--- config.mk ---
export PLATFORM = sky130hd
export DESIGN_NAME = extended_gcd_floor_div
export DESIGN_NICKNAME = d
export VERILOG_FILES = /design/src/sv/egcd_pkg.sv /design/src/sv/egcd_ctrl.sv /design/src/sv/egcd_dpath.sv /design/src/sv/extended_gcd_floor_div.sv
export SDC_FILE = /design/constraint.sdc
export NUM_CORES = 2
export LEC_CHECK = 0
export BUFFER_PORTS_ARGS = -buffer_cell sky130_fd_sc_hd__buf_2
export CAP_MARGIN = 30
export CORE_AREA = 2 2 443 445
export CTS_CLUSTER_SIZE = 20
export DETAILED_ROUTE_END_ITERATION = 10
export DIE_AREA = 0 0 445 447
export GPL_TIMING_DRIVEN = 0
export PLACE_DENSITY = 0.58
export SYNTH_ARGS = -nofsm -noshare
export SYNTH_HDL_FRONTEND = slang
export SYNTH_HIERARCHICAL = 1
export SYNTH_SLANG_ARGS = --single-unit
--- constraint.sdc ---
create_clock -name clk_i -period 7.5 [get_ports clk_i]
set_input_delay 1.125 -clock clk_i [delete_from_list [all_inputs] [get_ports clk_i]]
set_output_delay 1.125 -clock clk_i [all_outputs]
set_load 0.03 [all_outputs]
--- src/sv/egcd_pkg.sv ---
// Shared types and constants for the extended gcd block.
// Used by egcd_ctrl, egcd_dpath and extended_gcd_floor_div; no dependencies.
`timescale 1ns / 1ps

package egcd_pkg;

  localparam int unsigned DATA_WIDTH = 64;  // default arithmetic width
  localparam int unsigned FIELD_W    = 64;  // operand and coefficient port width
  localparam int unsigned GCD_W      = 63;  // gcd port width

  typedef enum logic [2:0] {
    ST_IDLE,
    ST_CHECK,
    ST_ALIGN,
    ST_DIVIDE,
    ST_UPDATE,
    ST_FINISH
  } state_e;

  // controller -> datapath
  typedef struct packed {
    logic load;      // take a new operand pair
    logic setup;     // latch magnitudes for the next division
    logic shift;     // align divisor one bit further left
    logic divide;    // one restoring-division step
    logic update;    // advance the remainder sequence
    logic load_out;  // fix signs and fill the output register
  } cmd_t;

  // datapath -> controller
  typedef struct packed {
    logic cur_zero;   // current remainder is zero
    logic can_shift;  // doubled divisor still fits under the dividend
    logic last;       // final quotient bit this cycle
  } sts_t;

endpackage

--- src/sv/egcd_ctrl.sv ---
// Sequencer for the extended gcd block: handshakes and step ordering.
// Depends on egcd_pkg; drives egcd_dpath through cmd_t and reads sts_t.
`timescale 1ns / 1ps

module egcd_ctrl (
  input  logic              clk_i,
  input  logic              rst_ni,
  input  logic              in_valid_i,
  output logic              in_ready_o,
  output logic              out_valid_o,
  input  logic              out_ready_i,
  input  egcd_pkg::sts_t    sts_i,
  output egcd_pkg::cmd_t    cmd_o
);

  egcd_pkg::state_e state_q, state_d;
  logic             out_valid_q, out_valid_d;
  logic             out_free;

  assign out_free = !out_valid_q || out_ready_i;

  always_comb begin
    state_d = state_q;
    case (state_q)
      egcd_pkg::ST_IDLE: begin
        if (in_valid_i) state_d = egcd_pkg::ST_CHECK;
      end
      egcd_pkg::ST_CHECK: begin
        state_d = sts_i.cur_zero ? egcd_pkg::ST_FINISH : egcd_pkg::ST_ALIGN;
      end
      egcd_pkg::ST_ALIGN: begin
        if (!sts_i.can_shift) state_d = egcd_pkg::ST_DIVIDE;
      end
      egcd_pkg::ST_DIVIDE: begin
        if (sts_i.last) state_d = egcd_pkg::ST_UPDATE;
      end
      egcd_pkg::ST_UPDATE: begin
        state_d = egcd_pkg::ST_CHECK;
      end
      egcd_pkg::ST_FINISH: begin
        if (out_free) state_d = egcd_pkg::ST_IDLE;
      end
      default: state_d = egcd_pkg::ST_IDLE;
    endcase
  end

  always_comb begin
    cmd_o      = '0;
    in_ready_o = 1'b0;
    case (state_q)
      egcd_pkg::ST_IDLE: begin
        in_ready_o = 1'b1;
        cmd_o.load = in_valid_i;
      end
      egcd_pkg::ST_CHECK:  cmd_o.setup    = !sts_i.cur_zero;
      egcd_pkg::ST_ALIGN:  cmd_o.shift    = sts_i.can_shift;
      egcd_pkg::ST_DIVIDE: cmd_o.divide   = 1'b1;
      egcd_pkg::ST_UPDATE: cmd_o.update   = 1'b1;
      egcd_pkg::ST_FINISH: cmd_o.load_out = out_free;
      default: cmd_o = '0;
    endcase
  end

  always_comb begin
    out_valid_d = out_valid_q;
    if (cmd_o.load_out) begin
      out_valid_d = 1'b1;
    end else if (out_ready_i) begin
      out_valid_d = 1'b0;
    end
  end

  assign out_valid_o = out_valid_q;

  always_ff @(posedge clk_i or negedge rst_ni) begin
    if (!rst_ni) begin
      state_q     <= egcd_pkg::ST_IDLE;
      out_valid_q <= 1'b0;
    end else begin
      state_q     <= state_d;
      out_valid_q <= out_valid_d;
    end
  end

endmodule

--- src/sv/egcd_dpath.sv ---
// Datapath for the extended gcd block: remainder/coefficient registers,
// shift-subtract divider with Horner accumulation of q*s and q*t, output register.
// Depends on egcd_pkg; commanded by egcd_ctrl.
`timescale 1ns / 1ps

module egcd_dpath #(
  parameter int unsigned DATA_WIDTH = egcd_pkg::DATA_WIDTH
) (
  input  logic                                 clk_i,
  input  logic                                 rst_ni,
  input  egcd_pkg::cmd_t                       cmd_i,
  output egcd_pkg::sts_t                       sts_o,
  input  logic signed [egcd_pkg::FIELD_W-1:0]  first_value_i,
  input  logic signed [egcd_pkg::FIELD_W-1:0]  second_value_i,
  output logic signed [egcd_pkg::FIELD_W-1:0]  coef_first_o,
  output logic signed [egcd_pkg::FIELD_W-1:0]  coef_second_o,
  output logic        [egcd_pkg::GCD_W-1:0]    divisor_out_o
);

  // Remainders carry one guard bit so |min| fits, except at full field width
  // where the arithmetic wraps exactly as two's complement.
  localparam int unsigned DW = DATA_WIDTH;
  localparam int unsigned RW = (DW < egcd_pkg::FIELD_W) ? DW + 1 : egcd_pkg::FIELD_W;
  localparam int unsigned CW = $clog2(RW);

  logic [RW-1:0] prev_r_q, prev_r_d, cur_r_q, cur_r_d;
  logic [DW-1:0] prev_s_q, prev_s_d, cur_s_q, cur_s_d;
  logic [DW-1:0] prev_t_q, prev_t_d, cur_t_q, cur_t_d;
  logic [RW-1:0] rem_q, rem_d, dsh_q, dsh_d, dmag_q, dmag_d;
  logic [DW-1:0] acc_s_q, acc_s_d, acc_t_q, acc_t_d;
  logic [CW-1:0] cnt_q, cnt_d;
  logic          ns_q, ns_d, ds_q, ds_d;
  logic signed [egcd_pkg::FIELD_W-1:0] coef_first_q, coef_first_d;
  logic signed [egcd_pkg::FIELD_W-1:0] coef_second_q, coef_second_d;
  logic [egcd_pkg::GCD_W-1:0]          gcd_q, gcd_d;

  logic signed [DW-1:0] a_in, b_in;
  logic [RW-1:0] un, ud;
  logic          ge, diff_sign, ra_nz, neg;
  logic [RW-1:0] rmag, nxt_r, g_full;
  logic [DW-1:0] nxt_s, nxt_t, s_fix, t_fix;

  assign a_in = first_value_i[DW-1:0];
  assign b_in = second_value_i[DW-1:0];

  assign un = prev_r_q[RW-1] ? (RW'(0) - prev_r_q) : prev_r_q;
  assign ud = cur_r_q[RW-1]  ? (RW'(0) - cur_r_q)  : cur_r_q;

  assign ge        = (rem_q >= dsh_q);
  assign diff_sign = ns_q ^ ds_q;
  assign ra_nz     = (rem_q != '0);

  // Floor remainder from the magnitude remainder; q*s, q*t from qa*s, qa*t.
  assign rmag  = (diff_sign && ra_nz) ? (dmag_q - rem_q) : rem_q;
  assign nxt_r = ds_q ? (RW'(0) - rmag) : rmag;

  always_comb begin
    if (!diff_sign) begin
      nxt_s = prev_s_q - acc_s_q;
      nxt_t = prev_t_q - acc_t_q;
    end else if (!ra_nz) begin
      nxt_s = prev_s_q + acc_s_q;
      nxt_t = prev_t_q + acc_t_q;
    end else begin
      nxt_s = prev_s_q + acc_s_q + cur_s_q;
      nxt_t = prev_t_q + acc_t_q + cur_t_q;
    end
  end

  assign neg    = prev_r_q[RW-1];
  assign g_full = neg ? (RW'(0) - prev_r_q) : prev_r_q;
  assign s_fix  = neg ? (DW'(0) - prev_s_q) : prev_s_q;
  assign t_fix  = neg ? (DW'(0) - prev_t_q) : prev_t_q;

  assign sts_o.cur_zero  = (cur_r_q == '0);
  assign sts_o.can_shift = ({dsh_q, 1'b0} <= {1'b0, rem_q});
  assign sts_o.last      = (cnt_q == '0);

  always_comb begin
    prev_r_d = prev_r_q;
    cur_r_d  = cur_r_q;
    prev_s_d = prev_s_q;
    cur_s_d  = cur_s_q;
    prev_t_d = prev_t_q;
    cur_t_d  = cur_t_q;
    rem_d    = rem_q;
    dsh_d    = dsh_q;
    dmag_d   = dmag_q;
    acc_s_d  = acc_s_q;
    acc_t_d  = acc_t_q;
    cnt_d    = cnt_q;
    ns_d     = ns_q;
    ds_d     = ds_q;
    coef_first_d  = coef_first_q;
    coef_second_d = coef_second_q;
    gcd_d         = gcd_q;

    if (cmd_i.load) begin
      prev_r_d = RW'(a_in);
      cur_r_d  = RW'(b_in);
      prev_s_d = DW'(1);
      cur_s_d  = '0;
      prev_t_d = '0;
      cur_t_d  = DW'(1);
    end
    if (cmd_i.setup) begin
      rem_d   = un;
      dsh_d   = ud;
      dmag_d  = ud;
      ns_d    = prev_r_q[RW-1];
      ds_d    = cur_r_q[RW-1];
      acc_s_d = '0;
      acc_t_d = '0;
      cnt_d   = '0;
    end
    if (cmd_i.shift) begin
      dsh_d = {dsh_q[RW-2:0], 1'b0};
      cnt_d = cnt_q + CW'(1);
    end
    if (cmd_i.divide) begin
      // quotient bits come MSB first: acc = 2*acc + bit*coef
      if (ge) begin
        rem_d   = rem_q - dsh_q;
        acc_s_d = {acc_s_q[DW-2:0], 1'b0} + cur_s_q;
        acc_t_d = {acc_t_q[DW-2:0], 1'b0} + cur_t_q;
      end else begin
        acc_s_d = {acc_s_q[DW-2:0], 1'b0};
        acc_t_d = {acc_t_q[DW-2:0], 1'b0};
      end
      dsh_d = {1'b0, dsh_q[RW-1:1]};
      cnt_d = cnt_q - CW'(1);
    end
    if (cmd_i.update) begin
      prev_r_d = cur_r_q;
      cur_r_d  = nxt_r;
      prev_s_d = cur_s_q;
      cur_s_d  = nxt_s;
      prev_t_d = cur_t_q;
      cur_t_d  = nxt_t;
    end
    if (cmd_i.load_out) begin
      coef_first_d  = egcd_pkg::FIELD_W'(s_fix);
      coef_second_d = egcd_pkg::FIELD_W'(t_fix);
      gcd_d         = egcd_pkg::GCD_W'(g_full[DW-2:0]);
    end
  end

  always_ff @(posedge clk_i or negedge rst_ni) begin
    if (!rst_ni) begin
      prev_r_q <= '0;
      cur_r_q  <= '0;
      prev_s_q <= '0;
      cur_s_q  <= '0;
      prev_t_q <= '0;
      cur_t_q  <= '0;
      rem_q    <= '0;
      dsh_q    <= '0;
      dmag_q   <= '0;
      acc_s_q  <= '0;
      acc_t_q  <= '0;
      cnt_q    <= '0;
      ns_q     <= 1'b0;
      ds_q     <= 1'b0;
      coef_first_q  <= '0;
      coef_second_q <= '0;
      gcd_q         <= '0;
    end else begin
      prev_r_q <= prev_r_d;
      cur_r_q  <= cur_r_d;
      prev_s_q <= prev_s_d;
      cur_s_q  <= cur_s_d;
      prev_t_q <= prev_t_d;
      cur_t_q  <= cur_t_d;
      rem_q    <= rem_d;
      dsh_q    <= dsh_d;
      dmag_q   <= dmag_d;
      acc_s_q  <= acc_s_d;
      acc_t_q  <= acc_t_d;
      cnt_q    <= cnt_d;
      ns_q     <= ns_d;
      ds_q     <= ds_d;
      coef_first_q  <= coef_first_d;
      coef_second_q <= coef_second_d;
      gcd_q         <= gcd_d;
    end
  end

  assign coef_first_o  = coef_first_q;
  assign coef_second_o = coef_second_q;
  assign divisor_out_o = gcd_q;

endmodule

--- src/sv/extended_gcd_floor_div.sv ---
// Extended gcd with floor division: (a, b) -> (s, t, g), a*s + b*t = g >= 0.
// From accept to out_valid_o, each remainder step runs check, align, shift-subtract divide and
// update, with the one-bit-per-cycle align and divider; a zero remainder goes on to finish.
// One transaction in flight; the next is accepted while a result waits in the output
// register. Reset (rst_ni low, async) returns to idle, no output.
`timescale 1ns / 1ps

module extended_gcd_floor_div #(
  parameter int unsigned DATA_WIDTH = egcd_pkg::DATA_WIDTH
) (
  input  logic                                 clk_i,
  input  logic                                 rst_ni,
  input  logic                                 in_valid_i,
  output logic                                 in_ready_o,
  input  logic signed [egcd_pkg::FIELD_W-1:0]  first_value_i,
  input  logic signed [egcd_pkg::FIELD_W-1:0]  second_value_i,
  output logic                                 out_valid_o,
  input  logic                                 out_ready_i,
  output logic signed [egcd_pkg::FIELD_W-1:0]  coef_first_o,
  output logic signed [egcd_pkg::FIELD_W-1:0]  coef_second_o,
  output logic        [egcd_pkg::GCD_W-1:0]    divisor_out_o
);

  egcd_pkg::cmd_t cmd;
  egcd_pkg::sts_t sts;

  egcd_ctrl u_ctrl (
    .clk_i       (clk_i),
    .rst_ni      (rst_ni),
    .in_valid_i  (in_valid_i),
    .in_ready_o  (in_ready_o),
    .out_valid_o (out_valid_o),
    .out_ready_i (out_ready_i),
    .sts_i       (sts),
    .cmd_o       (cmd)
  );

  egcd_dpath #(
    .DATA_WIDTH (DATA_WIDTH)
  ) u_dpath (
    .clk_i          (clk_i),
    .rst_ni         (rst_ni),
    .cmd_i          (cmd),
    .sts_o          (sts),
    .first_value_i  (first_value_i),
    .second_value_i (second_value_i),
    .coef_first_o   (coef_first_o),
    .coef_second_o  (coef_second_o),
    .divisor_out_o  (divisor_out_o)
  );

  // at most one datapath operation per cycle
  a_cmd_onehot: assert property (@(posedge clk_i) disable iff (!rst_ni)
    $onehot0(cmd))
    else $error("multiple datapath commands in one cycle");

  // accepted transaction closes the input until its result is loaded
  a_busy_after_accept: assert property (@(posedge clk_i) disable iff (!rst_ni)
    in_valid_i && in_ready_o |=> !in_ready_o)
    else $error("input accepted while busy");

  // last quotient bit is followed by the sequence update
  a_div_then_update: assert property (@(posedge clk_i) disable iff (!rst_ni)
    cmd.divide && sts.last |=> cmd.update)
    else $error("division end not followed by update");

  // loading the output register raises valid
  a_load_out_valid: assert property (@(posedge clk_i) disable iff (!rst_ni)
    cmd.load_out |=> out_valid_o)
    else $error("result loaded without valid");

endmodule
==> results.md <==
- Slew @ Worst Pin: 1120 ps
- Post-Route M1 WL: roughly 170 mm
- Dpl hpwl: 342 mm
- Crit-path max cell delay: 710 ps
- Vias in the first global route: 84670
- Status: completed
- Met2 wire len: 186 mm
- Yosys reg bits: 907
- Die Y: 447 um
- Worst EP required: roughly 8200 ps
- Area delta synth->final: 14.6%
- Post-synth EDFFs: 0
- Worst-case hold slack: about 170 ps
- Most frequent cells in the layout: 1165 x a21oi_1, 1118 x nand2_1, 1023 x o21ai_0
- Pwr Density: 118 nW/um2
- Crit start category: register
- Share of layout cells above drive strength 1: under 10%
- IO Count: roughly 330
- Site Rows: 162
- Worst setup EP type: register
- CTS clk-pin slew, worst paths: around 60 ps
- Drt initial violations: 9159
- First-pass detailed-route iteration total: 8
- Max_slew headroom: roughly a quarter
- Die area: 199000 um2
- CP Cell Sequence: or4_1 -> or4_1 -> or4_1 -> or4_1 -> nor2_1 -> nand3_1 -> or2_2 -> nor3_1 -> nor4b_1 -> clkbuf_1 -> nor2_1 -> clkbuf_1 -> buf_8 -> buf_1 -> buf_8 -> a22oi_1 -> o21ai_0
- Syn nets: 11550
- Most used DFF post-synth: dfrtp_1
- Core Util, Final: 49.1%
- Pre-CTS WS: -3210 ps
- WL met3: 34.1 mm
- # setup viols final: 0
- R2R depth: 17
- Pins Over Slew Limit: 0
- Worst-Skew Late Latency: 820 ps
- PortBufs: 324
- Cell Area, Synth: 83200 um2
- Min-Delay Path Class: in2async
- Worst Setup Path Type: reg2reg
- Yosys warning count: 6
- Worst path depth: 17
- Die Wd: between 400 and 500 um
- Worst vdd ir: about 0.18 mV
- Final worst slack: roughly 11 ps
- Core box area: 194000 um2
- Total Wirelength: 425 mm
- Largest net degree at the start of global routing: approximately 120
- Number of max-cap violations: 0
- Num Clock Sinks: 907
- FF-to-FF setup slack: 10 ps
- Minimum clock period: 7490 ps
- DRC errors left: 0
- Clock Path Buffers: 3
- Setup Skew: approximately 44 ps
- Layout net count: 12144
- Initial antenna violation count: 37
- RR Endpoint: u_dpath/acc_s_q[54]
- Max Freq: 134 MHz
- Unique cell type count in the Yosys netlist: 90
- Slowest-stage cell, CP: or4_1
- Setup TNS Final: 0 ps
- Lkg Pwr: 0.0404 uW
- Grt total ovfl: 0
- Area leader, netlist: dfrtp_1
- Vias post-DR: 88448
- # hold bufs at CTS: 0
- Top layer in use: met5
- Area contributors post-synth: dfrtp_1 27%, ha_1 11%, a21oi_1 7.0%
- Num CTS Buffers: 116
- CTS tree: built
- Worst EP arrival: 8210 ps
- Unrepaired setup endpoints after global routing: true
- Global-route wire length before repair: 603 mm
- Mapped Cells: 10694
- Largest delay share family, worst path: simple AND/OR/NAND/NOR gates
- Gpl congestion: 1.02
- Worst path most repeated cell: or4_1
- CP bufs+invs: 5
- R2R Path Start: u_dpath/cur_r_q[16]
- Total GRT Usage: 41.5%
- DR WL/cell: 30.5 um
- Final period utilization: 99.9%
- CTS Root Cell: clkbuf_16
- Post-route ant nets: 0
- H-Tree Depth: 3
- Area share of the largest cell type after synthesis: 27.3%
- Vias per inst: 6.34
- Most common cell after layout, fill and taps aside: a21oi_1
- Power Total: 11300 uW
- Starting density of the core: 42.9%
- FFs w/ async S/R, synth: 100%
- Filler Cell Count: 19363
- Worst-path fanout max: 8
- Final Hold Viols: 0
- Mapped Avg Cell Area: 7.78 um2
- Seq/Total Area, Yosys: 27.3%
==> logic make-up (layout without fill, tap and decap cells) <==
kind of cell / Yosys count / after routing / synth area share, %
simple gates: 3066 / 3066 / 16.9
buf+inv: 1115 / 1807 / 5.06
flops: 907 / 907 / 27.3
mux: 197 / 197 / 2.42
other cells: 0 / 24 / 0
xor+xnor: 811 / 811 / 8.53
fa+ha+maj: 724 / 724 / 11.0
compound gates: 3874 / 3874 / 28.8
==> per-layer routing <==
layer  vias to the layer above  global-route usage [%]
li1                      39853                       -
met1                     43365                    51.3
met2                      4179                    64.4
met3                      1037                    7.18
met4                        14                    31.9
met5                         -                       0
==> per-stage QoR <==
step	cell area (um2)	std cells
after global routing	95300	13933
after floorplan	83200	10694
final	95400	13952
after CTS	95000	13930
after global placement	88000	13560
after detailed placement	90600	13714
==> worst max-delay path by stage <==
| stage | from | endpoint |
|---|---|---|
| 2_1_floorplan | u_dpath/rem_q[5] | u_dpath/cur_r_q[58] |
| 4_1_cts | u_dpath/acc_s_q[0] | u_dpath/cur_s_q[63] |
| 3_3_place_gp | rst_ni | u_dpath/prev_r_q[49] |
| 6_report | u_dpath/cur_r_q[16] | u_dpath/acc_s_q[54] |
| 3_5_place_dp | u_dpath/rem_q[60] | u_dpath/cur_r_q[58] |
| 5_1_grt | u_dpath/acc_s_q[1] | u_dpath/cur_s_q[63] |
==> synthesized netlist by cell type, drive strengths merged (163+ instances only) <==
cell type / number
a21oi: 1172
nand2: 1120
o21ai: 1041
dfrtp: 907
nor2: 859
ha: 714
clkbuf: 525
inv: 520
xor2: 412
xnor2: 399
a21o: 317
nand3: 163
==> report_power, final <==
group	total [uW]	switching [uW]	leakage, uW	internal [uW]
Combinational	168	129	0.0277	39.5
Sequential	4890	0.0000000000000282	0.0107	4890
Clock	6190	2570	0.00200	3620
Total	11300	2700	0.0404	8550
==> repair_timing <==
| action | in CTS | in global routing |
|---|---|---|
| pin swaps | 9 | 17 |
| endpoints found under the setup margin | 85 | 41 |
| endpoints found under the hold margin | 0 | 0 |
| resized for setup | 76 | 60 |
| setup buffers | 11 | 9 |
==> final cells by class <==
type / count / area (um2) / area share (%)
clock buffers: 151 / 3240 / 3.39
multi-input cells: 8672 / 56800 / 59.6
clock inverters: 65 / 867 / 0.909
inverters: 526 / 1970 / 2.07
well taps: 2542 / 3180 / 3.33
plain buffers: 562 / 2270 / 2.38
flip-flops and latches: 907 / 22700 / 23.8
repair buffers: 503 / 4260 / 4.47
diodes: 24 / 60.1 / 0.0630
Note: power is estimated with default switching activity, not from simulation.
